--- config.mk ---
export PLATFORM = sky130hd
export DESIGN_NAME = length_prefixed_to_start_code
export DESIGN_NICKNAME = d
export VERILOG_FILES = /design/src/rtl/lpsc_pkg.sv /design/src/rtl/lpsc_parse.sv /design/src/rtl/length_prefixed_to_start_code.sv
export SDC_FILE = /design/constraint.sdc
export NUM_CORES = 1
export LEC_CHECK = 0
export ABC_AREA = 1
export BUFFER_PORTS_ARGS = -buffer_cell sky130_fd_sc_hd__buf_4
export CORE_MARGIN = 2
export CORE_UTILIZATION = 40
export DETAILED_ROUTE_END_ITERATION = 10
export GPL_ROUTABILITY_DRIVEN = 1
export SLEW_MARGIN = 25
export SYNTH_ARGS = -nofsm -noshare
export SYNTH_HDL_FRONTEND = slang
export SYNTH_SLANG_ARGS = --single-unit
--- constraint.sdc ---
create_clock -name clk -period 11.41 [get_ports clk]
set_input_delay 0.5705 -clock clk [delete_from_list [all_inputs] [get_ports clk]]
set_output_delay 0.5705 -clock clk [all_outputs]
set_load 0.02 [all_outputs]
--- src/rtl/lpsc_pkg.sv ---
// Shared types and constants for the length-prefixed to start-code converter.
// No dependencies; imported by lpsc_parse and length_prefixed_to_start_code.
package lpsc_pkg;

  localparam int SAMPLE_LENGTH_BITS = 24;
  localparam int LEN_W = SAMPLE_LENGTH_BITS;
  localparam int UNIT_W = 32;

  localparam logic [2:0] PREFIX_RESET = 3'd4;
  localparam logic [2:0] SC_BEATS = 3'd4;

  localparam logic [7:0] START_CODE [4] = '{8'h00, 8'h00, 8'h00, 8'h01};

  // What one accepted input byte produces.
  typedef struct packed {
    logic       has;      // at least one result beat
    logic       sc;       // four start-code beats
    logic [7:0] data;     // payload byte (or zero for an end marker)
    logic       bvalid;   // data carries a stream byte
    logic       send;     // closes the sample
    logic       ok;       // with send: a unit was emitted
  } lpsc_res_t;

endpackage

--- src/rtl/lpsc_parse.sv ---
// Sample parser: per-byte prefix/payload/drop tracking and result selection.
// Depends on lpsc_pkg. Result is combinational from the accepted byte.
module lpsc_parse (
  input  logic                       clk,
  input  logic                       rst_n,
  input  logic                       accept,
  input  logic [7:0]                 data_byte,
  input  logic [lpsc_pkg::LEN_W-1:0] sample_length,
  input  logic [2:0]                 pfx_width,
  output lpsc_pkg::lpsc_res_t        res
);
  import lpsc_pkg::*;

  typedef enum logic [1:0] {PH_PREFIX, PH_PAYLOAD, PH_DROP} phase_t;

  logic [LEN_W-1:0]  pos_r, pos_nxt;
  logic [LEN_W-1:0]  latch_r, latch_nxt;
  phase_t            phase_r, phase_nxt;
  logic [1:0]        pcnt_r, pcnt_nxt;
  logic [UNIT_W-1:0] unit_r, unit_nxt;
  logic [LEN_W-1:0]  left_r, left_nxt;
  logic              emitted_r, emitted_nxt;

  logic [LEN_W-1:0]  len_raw, len, room;
  logic [LEN_W:0]    pos_inc;
  logic              last, no_room;
  logic [2:0]        w, pcnt_inc;
  logic [UNIT_W-1:0] unit_shift;

  always_comb begin
    unique case (pfx_width)
      3'd1, 3'd2, 3'd3, 3'd4: w = pfx_width;
      3'd0:                   w = 3'd1;
      default:                w = 3'd4;
    endcase
  end

  assign len_raw    = (pos_r == '0) ? sample_length : latch_r;
  assign len        = (len_raw == '0) ? LEN_W'(1) : len_raw;
  assign pos_inc    = {1'b0, pos_r} + (LEN_W+1)'(1);
  assign last       = (pos_inc >= {1'b0, len});
  assign room       = (pos_inc <= {1'b0, len}) ? LEN_W'({1'b0, len} - pos_inc) : '0;
  assign no_room    = (({1'b0, pos_r} + (LEN_W+1)'(w)) > {1'b0, len});
  assign unit_shift = {unit_r[UNIT_W-9:0], data_byte};
  assign pcnt_inc   = {1'b0, pcnt_r} + 3'd1;

  always_comb begin
    pos_nxt     = LEN_W'(pos_inc);
    latch_nxt   = (pos_r == '0) ? sample_length : latch_r;
    phase_nxt   = phase_r;
    pcnt_nxt    = pcnt_r;
    unit_nxt    = unit_r;
    left_nxt    = left_r;
    emitted_nxt = emitted_r;
    res         = '0;

    unique case (phase_r)
      PH_PAYLOAD: begin
        res.has    = 1'b1;
        res.data   = data_byte;
        res.bvalid = 1'b1;
        res.send   = last;
        res.ok     = last & emitted_r;
        if (left_r <= LEN_W'(1)) begin
          left_nxt  = '0;
          phase_nxt = PH_PREFIX;
          pcnt_nxt  = '0;
          unit_nxt  = '0;
        end else begin
          left_nxt = left_r - LEN_W'(1);
        end
      end
      PH_PREFIX: begin
        if (pcnt_r == '0 && no_room) begin
          phase_nxt = PH_DROP;
        end else begin
          unit_nxt = unit_shift;
          if (pcnt_inc >= w) begin
            pcnt_nxt = '0;
            if (unit_shift == '0 || unit_shift > UNIT_W'(room)) begin
              phase_nxt = PH_DROP;
            end else begin
              res.has     = 1'b1;
              res.sc      = 1'b1;
              res.bvalid  = 1'b1;
              left_nxt    = unit_shift[LEN_W-1:0];
              unit_nxt    = '0;
              emitted_nxt = 1'b1;
              phase_nxt   = PH_PAYLOAD;
            end
          end else begin
            pcnt_nxt = pcnt_inc[1:0];
          end
        end
      end
      default: phase_nxt = PH_DROP;
    endcase

    if (last) begin
      if (!res.has) begin
        res.has    = 1'b1;
        res.data   = '0;
        res.bvalid = 1'b0;
        res.send   = 1'b1;
        res.ok     = emitted_r;
      end
      pos_nxt     = '0;
      latch_nxt   = '0;
      phase_nxt   = PH_PREFIX;
      pcnt_nxt    = '0;
      unit_nxt    = '0;
      left_nxt    = '0;
      emitted_nxt = 1'b0;
    end
  end

  always_ff @(posedge clk) begin
    if (!rst_n) begin
      pos_r     <= '0;
      latch_r   <= '0;
      phase_r   <= PH_PREFIX;
      pcnt_r    <= '0;
      unit_r    <= '0;
      left_r    <= '0;
      emitted_r <= 1'b0;
    end else if (accept) begin
      pos_r     <= pos_nxt;
      latch_r   <= latch_nxt;
      phase_r   <= phase_nxt;
      pcnt_r    <= pcnt_nxt;
      unit_r    <= unit_nxt;
      left_r    <= left_nxt;
      emitted_r <= emitted_nxt;
    end
  end

endmodule

--- src/rtl/length_prefixed_to_start_code.sv ---
// Length-prefixed (AVCC) to start-code (Annex B) converter, top level.
// Depends on lpsc_pkg and lpsc_parse.
//
// Takes one sample byte per beat, sample length on every beat (latched on
// the first byte of a sample), and rewrites each length-prefixed unit as
// 00 00 00 01 followed by its payload. Zero or overrunning lengths and short
// trailing bytes drop the rest of the sample. Rate: one input byte per cycle
// for payload and prefix bytes while out_tready holds; the prefix byte that
// opens a unit produces four start-code beats out of the single output
// register, so the input holds off until the last of them is handed off.
// Input is taken when the output register is empty or is handing off its
// final beat. The parse decision is combinational from the input beat into
// the output register, so a result is presented in the cycle after its input.
module length_prefixed_to_start_code (
  input  logic        clk,
  input  logic        rst_n,
  // config
  input  logic        cfg_wr_en,
  input  logic [2:0]  cfg_wr_data,   // prefix width in bytes, 1..4
  // input stream
  input  logic        in_tvalid,
  output logic        in_tready,
  input  logic [31:0] in_tdata,      // [7:0] data_byte, [31:8] sample_length
  // output stream
  output logic        out_tvalid,
  input  logic        out_tready,
  output logic [7:0]  out_tdata,     // [7:0] out_byte
  output logic        out_tlast,     // run_last
  output logic [2:0]  out_tuser      // [0] byte_valid, [1] sample_end, [2] sample_ok
);
  import lpsc_pkg::*;

  logic [2:0] prefix_r;
  lpsc_res_t  res;
  logic       in_fire, out_fire;

  // output register: remaining beats and the job they come from
  logic [2:0] cnt_r;
  logic       sc_r;
  logic [7:0] data_r;
  logic       bvalid_r, send_r, ok_r;
  logic [1:0] sc_idx;

  assign in_fire  = in_tvalid & in_tready;
  assign out_fire = out_tvalid & out_tready;
  assign in_tready = (cnt_r == '0) || (cnt_r == 3'd1 && out_tready);

  always_ff @(posedge clk) begin
    if (!rst_n) begin
      prefix_r <= PREFIX_RESET;
    end else if (cfg_wr_en) begin
      prefix_r <= cfg_wr_data;
    end
  end

  lpsc_parse u_parse (
    .clk           (clk),
    .rst_n         (rst_n),
    .accept        (in_fire),
    .data_byte     (in_tdata[7:0]),
    .sample_length (in_tdata[8 +: LEN_W]),
    .pfx_width     (prefix_r),
    .res           (res)
  );

  // counter control
  always_ff @(posedge clk) begin
    if (!rst_n) begin
      cnt_r <= '0;
    end else if (in_fire && res.has) begin
      cnt_r <= res.sc ? SC_BEATS : 3'd1;
    end else if (out_fire) begin
      cnt_r <= cnt_r - 3'd1;
    end
  end

  // job payload, no reset
  always_ff @(posedge clk) begin
    if (in_fire && res.has) begin
      sc_r     <= res.sc;
      data_r   <= res.data;
      bvalid_r <= res.bvalid;
      send_r   <= res.send;
      ok_r     <= res.ok;
    end
  end

  // start-code beat index: 0 on the first of four beats
  assign sc_idx = 2'(SC_BEATS - cnt_r);

  assign out_tvalid = (cnt_r != '0);
  assign out_tdata  = sc_r ? START_CODE[sc_idx] : data_r;
  assign out_tlast  = (cnt_r == 3'd1);
  assign out_tuser  = {ok_r, send_r, bvalid_r};

endmodule

==> tab_implementation.tex, run 1 <==
\begin{tabular}{lr}
\hline
Metric & Value \\
\hline
\multicolumn{2}{l}{\textbf{Global routing}} \\
Via count of the first global-routing pass & 10.7k \\
Wire length of the first global-routing pass & 55.6 mm \\
GR Overflow Total & 0 \\
Antenna violations before repair & 0 \\
Largest net degree at the start of global routing & 72 \\
Total Routing Usage GR & 24.5\% \\
\multicolumn{2}{l}{\textbf{Clocking}} \\
Post-CTS setup buffer count & 0 \\
TritonCTS Buffers & 17 \\
Maximum clock insertion buffer count & 2 \\
Clock insertion delay at the later pin of the skew report & 0.44 ns \\
Clock-pin transition on the worst setup and hold timing paths & 0.07 ns \\
Hold buffer count at CTS & 0 \\
Clock Root Buffer & sky130\_fd\_sc\_hd\_\_clkbuf\_16 \\
Count of H-tree levels built during CTS & 4 \\
Sinks on Clock Net & 119 \\
Resize count post-CTS & 0 \\
Clock tree from TritonCTS & built \\
\multicolumn{2}{l}{\textbf{STA}} \\
Finish-stage setup viols & 0 \\
Max Clock Skew & 0.0121 ns \\
Highest attainable clock frequency & 113 MHz \\
Slew headroom & 32.4\% \\
Tightest hold margin & 0.340 ns \\
Post-layout min period & 8.84 ns \\
Final total negative setup slack & 0 ns \\
Final clock period utilization by the worst path & 77.4\% \\
Slew at the pin closest to its max-slew limit & 1.01 ns \\
Setup repair after global routing missed its margin & false \\
Final-report max-slew violation count & 0 \\
Post-route setup slack & 2.57 ns \\
Final Hold Viols & 0 \\
\multicolumn{2}{l}{\textbf{Yosys}} \\
Cell count after synthesis & 1706 \\
Netlist area before placement & 0.0109 mm\^{}2 \\
Synth Flop Type & sky130\_fd\_sc\_hd\_\_dfxtp\_1 \\
Leading post-synthesis cells by cell area & sky130\_fd\_sc\_hd\_\_dfxtp\_1 (20\%), sky130\_fd\_sc\_hd\_\_ha\_1 (12\%), sky130\_fd\_sc\_hd\_\_nand2\_1 (12\%) \\
Adder-Cell Fraction of Synth Area & 12.6\% \\
FFs w/ async S/R, synth & 0\% \\
Ys Warns & 0 \\
Number of enable-type register cells in the synthesized netlist & 12 \\
Post-synthesis register bit count & 119 \\
Simple-gate portion of the synthesized area & 35.0\% \\
Post-synthesis net count & 1854 \\
Area leader, netlist & sky130\_fd\_sc\_hd\_\_dfxtp\_1 \\
Complex-gate fraction of the synthesized area & 13.8\% \\
Fraction of synthesized cell area taken by the top area cell type & 19.7\% \\
Mean area per synthesized cell & 6.37 um\^{}2 \\
Dominant combinational cell family by area after synthesis & simple AND/OR/NAND/NOR gates \\
Multiplexer area fraction after synthesis & 0.196\% \\
Number of different library cells in the post-synthesis netlist & 51 \\
Xor and xnor area share after synthesis & 5.08\% \\
Proportion of synthesized chip area in sequential cells & 23.0\% \\
\multicolumn{2}{l}{\textbf{Finish}} \\
N\_diodes & 0 \\
Post-layout instance area & 0.0120 mm\^{}2 \\
Area growth syn-to-layout & 10.6\% \\
FF/Latch Area & 0.00250 mm\^{}2 \\
Filler cell count & 2867 \\
Multi-input gate area & 0.00727 mm\^{}2 \\
Post-Route Utilization & 44.8\% \\
Fraction of layout cells with a size suffix above 1 & 8.80\% \\
Number of nets in the finished design & 1863 \\
\multicolumn{2}{l}{\textbf{Flow run}} \\
Max-cap violations & 0 \\
\multicolumn{2}{l}{\textbf{Worst setup path}} \\
Worst Path Arrival & 9.16 ns \\
R2r worst-path depth & 38 \\
Crit Path Max Fanout & 44 \\
Most numerous cell on the critical path & sky130\_fd\_sc\_hd\_\_nand2\_1 \\
Largest incremental delay on the critical path & 0.73 ns \\
Worst setup SP type & register \\
Classification of the worst setup path & reg2reg \\
Worst reg2reg startpoint & u\_parse.pos\_r[0] \\
Data required time of the worst path & 11.74 ns \\
Internal reg-to-reg setup slack & 2.57 ns \\
Slowest library cell on the worst path & sky130\_fd\_sc\_hd\_\_nand2\_1 \\
Critical R2R Capture & u\_parse.left\_r[0] \\
Crit end category & register \\
\multicolumn{2}{l}{\textbf{Power}} \\
Total power density per cell area & 276 mW/mm\^{}2 \\
Peak supply drop & 0.121 mV \\
Leak pwr & 5.70 nW \\
\multicolumn{2}{l}{\textbf{Route}} \\
Router iterations before antenna repair & 5 \\
Wirelength, routed & 34.1 mm \\
Count of vias placed by the detailed router & 11.0k \\
First-iteration detailed-routing DRC count & 766 \\
Drc violations & 0 \\
Detail-routed via count per cell & 5.29 \\
Number of nets with antenna violations after routing & 0 \\
Routed length per instance & 16.5 um \\
\multicolumn{2}{l}{\textbf{Placement}} \\
Worst-case setup slack after placement & 2.59 ns \\
Gpl congestion & 0.933 \\
Placed cell areas & 0.0114 mm\^{}2 \\
Port-buffer cells & 53 \\
Estimated wirelength of the detail-placed design & 25.9 mm \\
\multicolumn{2}{l}{\textbf{Hold path}} \\
Worst Hold Class & in2reg \\
Sink of the worst hold path & prefix\_r[2] \\
Number of cells on the worst hold path & 2 \\
Worst hold path startpoint & cfg\_wr\_en \\
\multicolumn{2}{l}{\textbf{Status}} \\
Status & finished, final reports clean \\
\multicolumn{2}{l}{\textbf{Floorplan}} \\
Initial cell density of the core & 40.5\% \\
Die Footprint & 0.0285 mm\^{}2 \\
Die Span Y & 169 um \\
Number of primary I/O pins & 54 \\
Die Width & 169 um \\
Core Region & 0.0268 mm\^{}2 \\
Row cnt & 60 \\
\hline
\end{tabular}
-- metal layers --
layer,up-vias,GRT usage [%],routed length (um)
li1,5592,-,-
met1,5049,30.9,15800
met2,244,42.0,15800
met3,69,3.55,1170
met4,0,10.0,1240
met5,-,0,0
-- registers in the layout, indices dropped and copies added, names as in the netlist --
signal             flops
u_parse.unit_r        24
ok_r                   1
data_r                 8
sc_r                   1
bvalid_r               1
prefix_r               3
u_parse.phase_r        2
cnt_r                  3
u_parse.emitted_r      1
send_r                 1
u_parse.left_r        24
u_parse.pos_r         24
u_parse.pcnt_r         2
u_parse.latch_r       24
-- final cells by class --
cell class / count / area share, %
tap: 341 / 3.55
clock inverter: 12 / 1.18
sequential: 119 / 20.8
timing repair buffer: 57 / 3.56
clock buffer: 20 / 3.89
multi-input combinational: 1313 / 60.5
inverter: 207 / 6.49
-- cells in the mapped netlist (all sizes together) (2+ instances only) --
master,instances
a211oi,5
a21boi,2
a21o,2
a21oi,122
a31oi,10
buf,34
clkbuf,33
dfxtp,107
edfxtp,12
fa,2
ha,106
inv,206
nand2,351
nand3,153
nand3b,4
nand4,26
nor2,271
nor3,23
nor3b,2
nor4,23
o211ai,3
o21a,5
o21ai,115
o21bai,4
o22ai,2
o31ai,3
or2,11
xnor2,11
xor2,52
-- worst max-delay path, delay by kind of cell (launching register included) --
kind                     cells  cell delay (ns)
AO/OA/AOI/OAI                5             0.90
adder cells (fa/ha/maj)      3             0.88
buffers and inverters        4             0.87
flip-flops                   1             0.35
AND/OR/NAND/NOR             26             5.68
-- logic make-up after synthesis --
| group | Yosys count |
|---|---|
| buf+inv | 274 |
| simple gates | 864 |
| compound gates | 276 |
| mux | 2 |
| fa+ha+maj | 108 |
| xor+xnor | 63 |
| flops | 119 |
-- power breakdown --
part	internal (mW)	switching, mW	total, mW
Combinational	0.724	1.38	2.11
Clock	0.343	0.226	0.569
Sequential	0.530	0.106	0.635
-- layout by cell type, fill, tap and decap left out, types with 6 or more instances in the layout --
cell type,synthesis,layout
sky130_fd_sc_hd__nand3_1,148,148
sky130_fd_sc_hd__nand2_1,336,335
sky130_fd_sc_hd__nand2_2,13,14
sky130_fd_sc_hd__o21ai_0,96,96
sky130_fd_sc_hd__edfxtp_1,12,12
sky130_fd_sc_hd__dfxtp_1,107,107
sky130_fd_sc_hd__buf_4,9,57
sky130_fd_sc_hd__inv_2,10,9
sky130_fd_sc_hd__o21ai_1,19,19
sky130_fd_sc_hd__nand4_1,25,25
sky130_fd_sc_hd__xor2_1,52,52
sky130_fd_sc_hd__nor2_1,258,258
sky130_fd_sc_hd__a21oi_1,119,119
sky130_fd_sc_hd__inv_1,196,196
sky130_fd_sc_hd__nor4_1,22,22
sky130_fd_sc_hd__xnor2_1,11,11
sky130_fd_sc_hd__nor2_2,7,7
sky130_fd_sc_hd__clkbuf_16,0,18
sky130_fd_sc_hd__nor3_1,23,23
sky130_fd_sc_hd__or2_2,11,11
sky130_fd_sc_hd__nor2_4,6,6
sky130_fd_sc_hd__a31oi_1,10,10
sky130_fd_sc_hd__ha_1,106,106
-- metrics by stage --
stage                     total power, mW  instances
after floorplan                      2.21       1706
final                                3.31       2069
after global routing                 3.66       2069
after detailed placement             2.73       2037
after global placement               2.70       2037
after CTS                            3.31       2069
-- worst max-delay path by stage --
| stage | depth (start not counted) | from | end | slack [ns] |
|---|---|---|---|---|
| after floorplan | 37 | u_parse.pos_r[0] | bvalid_r | 5.88 |
| after global placement | 38 | u_parse.pos_r[0] | u_parse.left_r[0] | 2.88 |
| after CTS | 38 | u_parse.pos_r[0] | u_parse.left_r[0] | 2.57 |
| final | 38 | u_parse.pos_r[0] | u_parse.left_r[0] | 2.57 |
| after detailed placement | 38 | u_parse.pos_r[0] | u_parse.left_r[0] | 2.59 |
| after global routing | 38 | u_parse.pos_r[0] | u_parse.left_r[0] | 1.66 |
No activity file was read; power rests on OpenSTA's default activity.
==> run 2: changes to the inputs <==
==> constraint.sdc (replaced) <==
create_clock -name clk -period 9.1 [get_ports clk]
set_input_delay 0.455 -clock clk [delete_from_list [all_inputs] [get_ports clk]]
set_output_delay 0.455 -clock clk [all_outputs]
set_load 0.02 [all_outputs]
==> tab_implementation.tex, run 2 (synthesized netlist as in run 1, its figures left out) <==
\begin{tabular}{lr}
\hline
Metric & Value \\
\hline
\multicolumn{2}{l}{\textbf{Worst setup path}} \\
Crit end category & register \\
R2r worst-path depth & 39 \\
Worst setup SP type & register \\
Worst Path Arrival & 8.78 ns \\
Largest incremental delay on the critical path & 0.73 ns \\
Slowest library cell on the worst path & sky130\_fd\_sc\_hd\_\_nand2\_1 \\
Worst reg2reg startpoint & u\_parse.pos\_r[0] \\
Data required time of the worst path & 9.44 ns \\
Internal reg-to-reg setup slack & 0.66 ns \\
Bufs and invs on worst path & 4 \\
Cell count along the critical path & 39 \\
Kind of cell adding the most delay to the critical path & simple AND/OR/NAND/NOR gates \\
Most numerous cell on the critical path & sky130\_fd\_sc\_hd\_\_nand2\_1 \\
Crit Path Max Fanout & 44 \\
Critical R2R Capture & u\_parse.left\_r[20] \\
Classification of the worst setup path & reg2reg \\
\multicolumn{2}{l}{\textbf{Route}} \\
Router iterations before antenna repair & 6 \\
Detail-routed via count per cell & 5.34 \\
Wirelength, routed & 34.5 mm \\
Count of vias placed by the detailed router & 11.1k \\
Number of nets with antenna violations after routing & 0 \\
Routed length per instance & 16.7 um \\
Drc violations & 0 \\
First-iteration detailed-routing DRC count & 895 \\
\multicolumn{2}{l}{\textbf{Placement}} \\
Gpl congestion & 0.937 \\
Placed cell areas & 0.0114 mm\^{}2 \\
Cell Count Post-Placement & 2039 \\
Estimated wirelength of the detail-placed design & 26.0 mm \\
Port-buffer cells & 53 \\
\multicolumn{2}{l}{\textbf{STA}} \\
Setup repair after global routing missed its margin & false \\
Slew headroom & 34.9\% \\
Final Hold Viols & 0 \\
Final-report max-slew violation count & 0 \\
Max Clock Skew & 0.0117 ns \\
Final clock period utilization by the worst path & 92.8\% \\
Finish-stage setup viols & 0 \\
Highest attainable clock frequency & 118 MHz \\
Final total negative setup slack & 0 ns \\
Slew at the pin closest to its max-slew limit & 0.977 ns \\
Post-layout min period & 8.44 ns \\
\multicolumn{2}{l}{\textbf{Finish}} \\
Highest-count cells in the layout ignoring fill and taps & sky130\_fd\_sc\_hd\_\_nand2\_1 (335), sky130\_fd\_sc\_hd\_\_nor2\_1 (258), sky130\_fd\_sc\_hd\_\_inv\_1 (196) \\
FF/Latch Area & 0.00250 mm\^{}2 \\
Post-layout instance area & 0.0120 mm\^{}2 \\
Non-filler instance count after layout & 2071 \\
Most common library cell in the layout ignoring fill and taps & sky130\_fd\_sc\_hd\_\_nand2\_1 \\
Area growth syn-to-layout & 10.5\% \\
N\_diodes & 0 \\
Multi-input gate area & 0.00727 mm\^{}2 \\
Filler cell count & 2802 \\
Number of nets in the finished design & 1865 \\
Fraction of layout cells with a size suffix above 1 & 8.90\% \\
\multicolumn{2}{l}{\textbf{Power}} \\
Leak pwr & 5.70 nW \\
Total power density per cell area & 345 mW/mm\^{}2 \\
Peak supply drop & 0.156 mV \\
\multicolumn{2}{l}{\textbf{Flow run}} \\
Max-cap violations & 0 \\
\multicolumn{2}{l}{\textbf{Global routing}} \\
Wire length of the first global-routing pass & 55.2 mm \\
Via count of the first global-routing pass & 10.4k \\
Largest net degree at the start of global routing & 55 \\
Total Routing Usage GR & 24.4\% \\
GR Overflow Total & 0 \\
Antenna violations before repair & 0 \\
\multicolumn{2}{l}{\textbf{Hold path}} \\
Worst hold path startpoint & cfg\_wr\_en \\
Number of cells on the worst hold path & 2 \\
Sink of the worst hold path & prefix\_r[2] \\
Worst Hold Class & in2reg \\
\multicolumn{2}{l}{\textbf{Floorplan}} \\
Core Region & 0.0268 mm\^{}2 \\
Number of primary I/O pins & 54 \\
Die Width & 169 um \\
Initial cell density of the core & 40.5\% \\
Row cnt & 60 \\
Die Span Y & 169 um \\
Die Footprint & 0.0285 mm\^{}2 \\
\multicolumn{2}{l}{\textbf{Clocking}} \\
Hold buffer count at CTS & 0 \\
Clock-pin transition on the worst setup and hold timing paths & 0.07 ns \\
Clock tree from TritonCTS & built \\
TritonCTS Buffers & 17 \\
Post-CTS setup buffer count & 0 \\
Resize count post-CTS & 0 \\
Clock Root Buffer & sky130\_fd\_sc\_hd\_\_clkbuf\_16 \\
Maximum clock insertion buffer count & 2 \\
Sinks on Clock Net & 119 \\
Count of H-tree levels built during CTS & 4 \\
Clock insertion delay at the later pin of the skew report & 0.45 ns \\
\multicolumn{2}{l}{\textbf{Status}} \\
Status & finished, final reports clean \\
\hline
\end{tabular}
[run 2: cell count changes in the layout (fill, tap and decap cells not counted), sizes merged]
cell      change
clkinvlp      -3
clkbuf        -1
clkinv        +3
bufinv        -1
inv           +2
buf           +2
[run 2: layout make-up]
class | instances | area share, %
well taps | 341 | 3.55
multi-input cells | 1313 | 60.6
inverters | 207 | 6.49
flip-flops and latches | 119 | 20.8
clock buffers | 19 | 3.69
clock inverters | 13 | 1.15
repair buffers | 59 | 3.69
[run 2: power by group]
group / switching [mW] / total (mW) / internal (mW)
Combinational: 1.74 / 2.65 / 0.912
Sequential: 0.133 / 0.796 / 0.663
Clock: 0.300 / 0.691 / 0.391
[run 2: worst max path at each step]
stage | start | endpoint | slack (ns)
floorplan | u_parse.pos_r[0] | bvalid_r | 3.57
global placement | u_parse.pos_r[0] | u_parse.left_r[20] | 1.07
detailed placement | u_parse.pos_r[0] | u_parse.left_r[20] | 0.77
CTS | u_parse.pos_r[0] | u_parse.left_r[20] | 0.74
global route | u_parse.pos_r[0] | u_parse.left_r[20] | 0.02
finish | u_parse.pos_r[0] | u_parse.left_r[20] | 0.66
[run 2: per-layer routing]
layer | up-vias | global-route usage, % | routed length, um
li1 | 5610 | - | -
met4 | 0 | 9.11 | 1020
met2 | 331 | 41.6 | 16100
met5 | - | 0 | 0
met3 | 59 | 2.90 | 1630
met1 | 5060 | 31.8 | 15700
[run 2: per-stage QoR]
step	hold slack (ns)	worst slack [ns]	power, mW	utilization, %
3_3_place_gp	0.445	1.07	3.38	42.6
2_1_floorplan	0.429	3.57	2.77	-
4_1_cts	0.229	0.740	4.13	44.8
3_5_place_dp	0.456	0.773	3.42	42.6
5_1_grt	0.252	0.0194	4.54	44.8
6_report	0.233	0.658	4.14	44.8
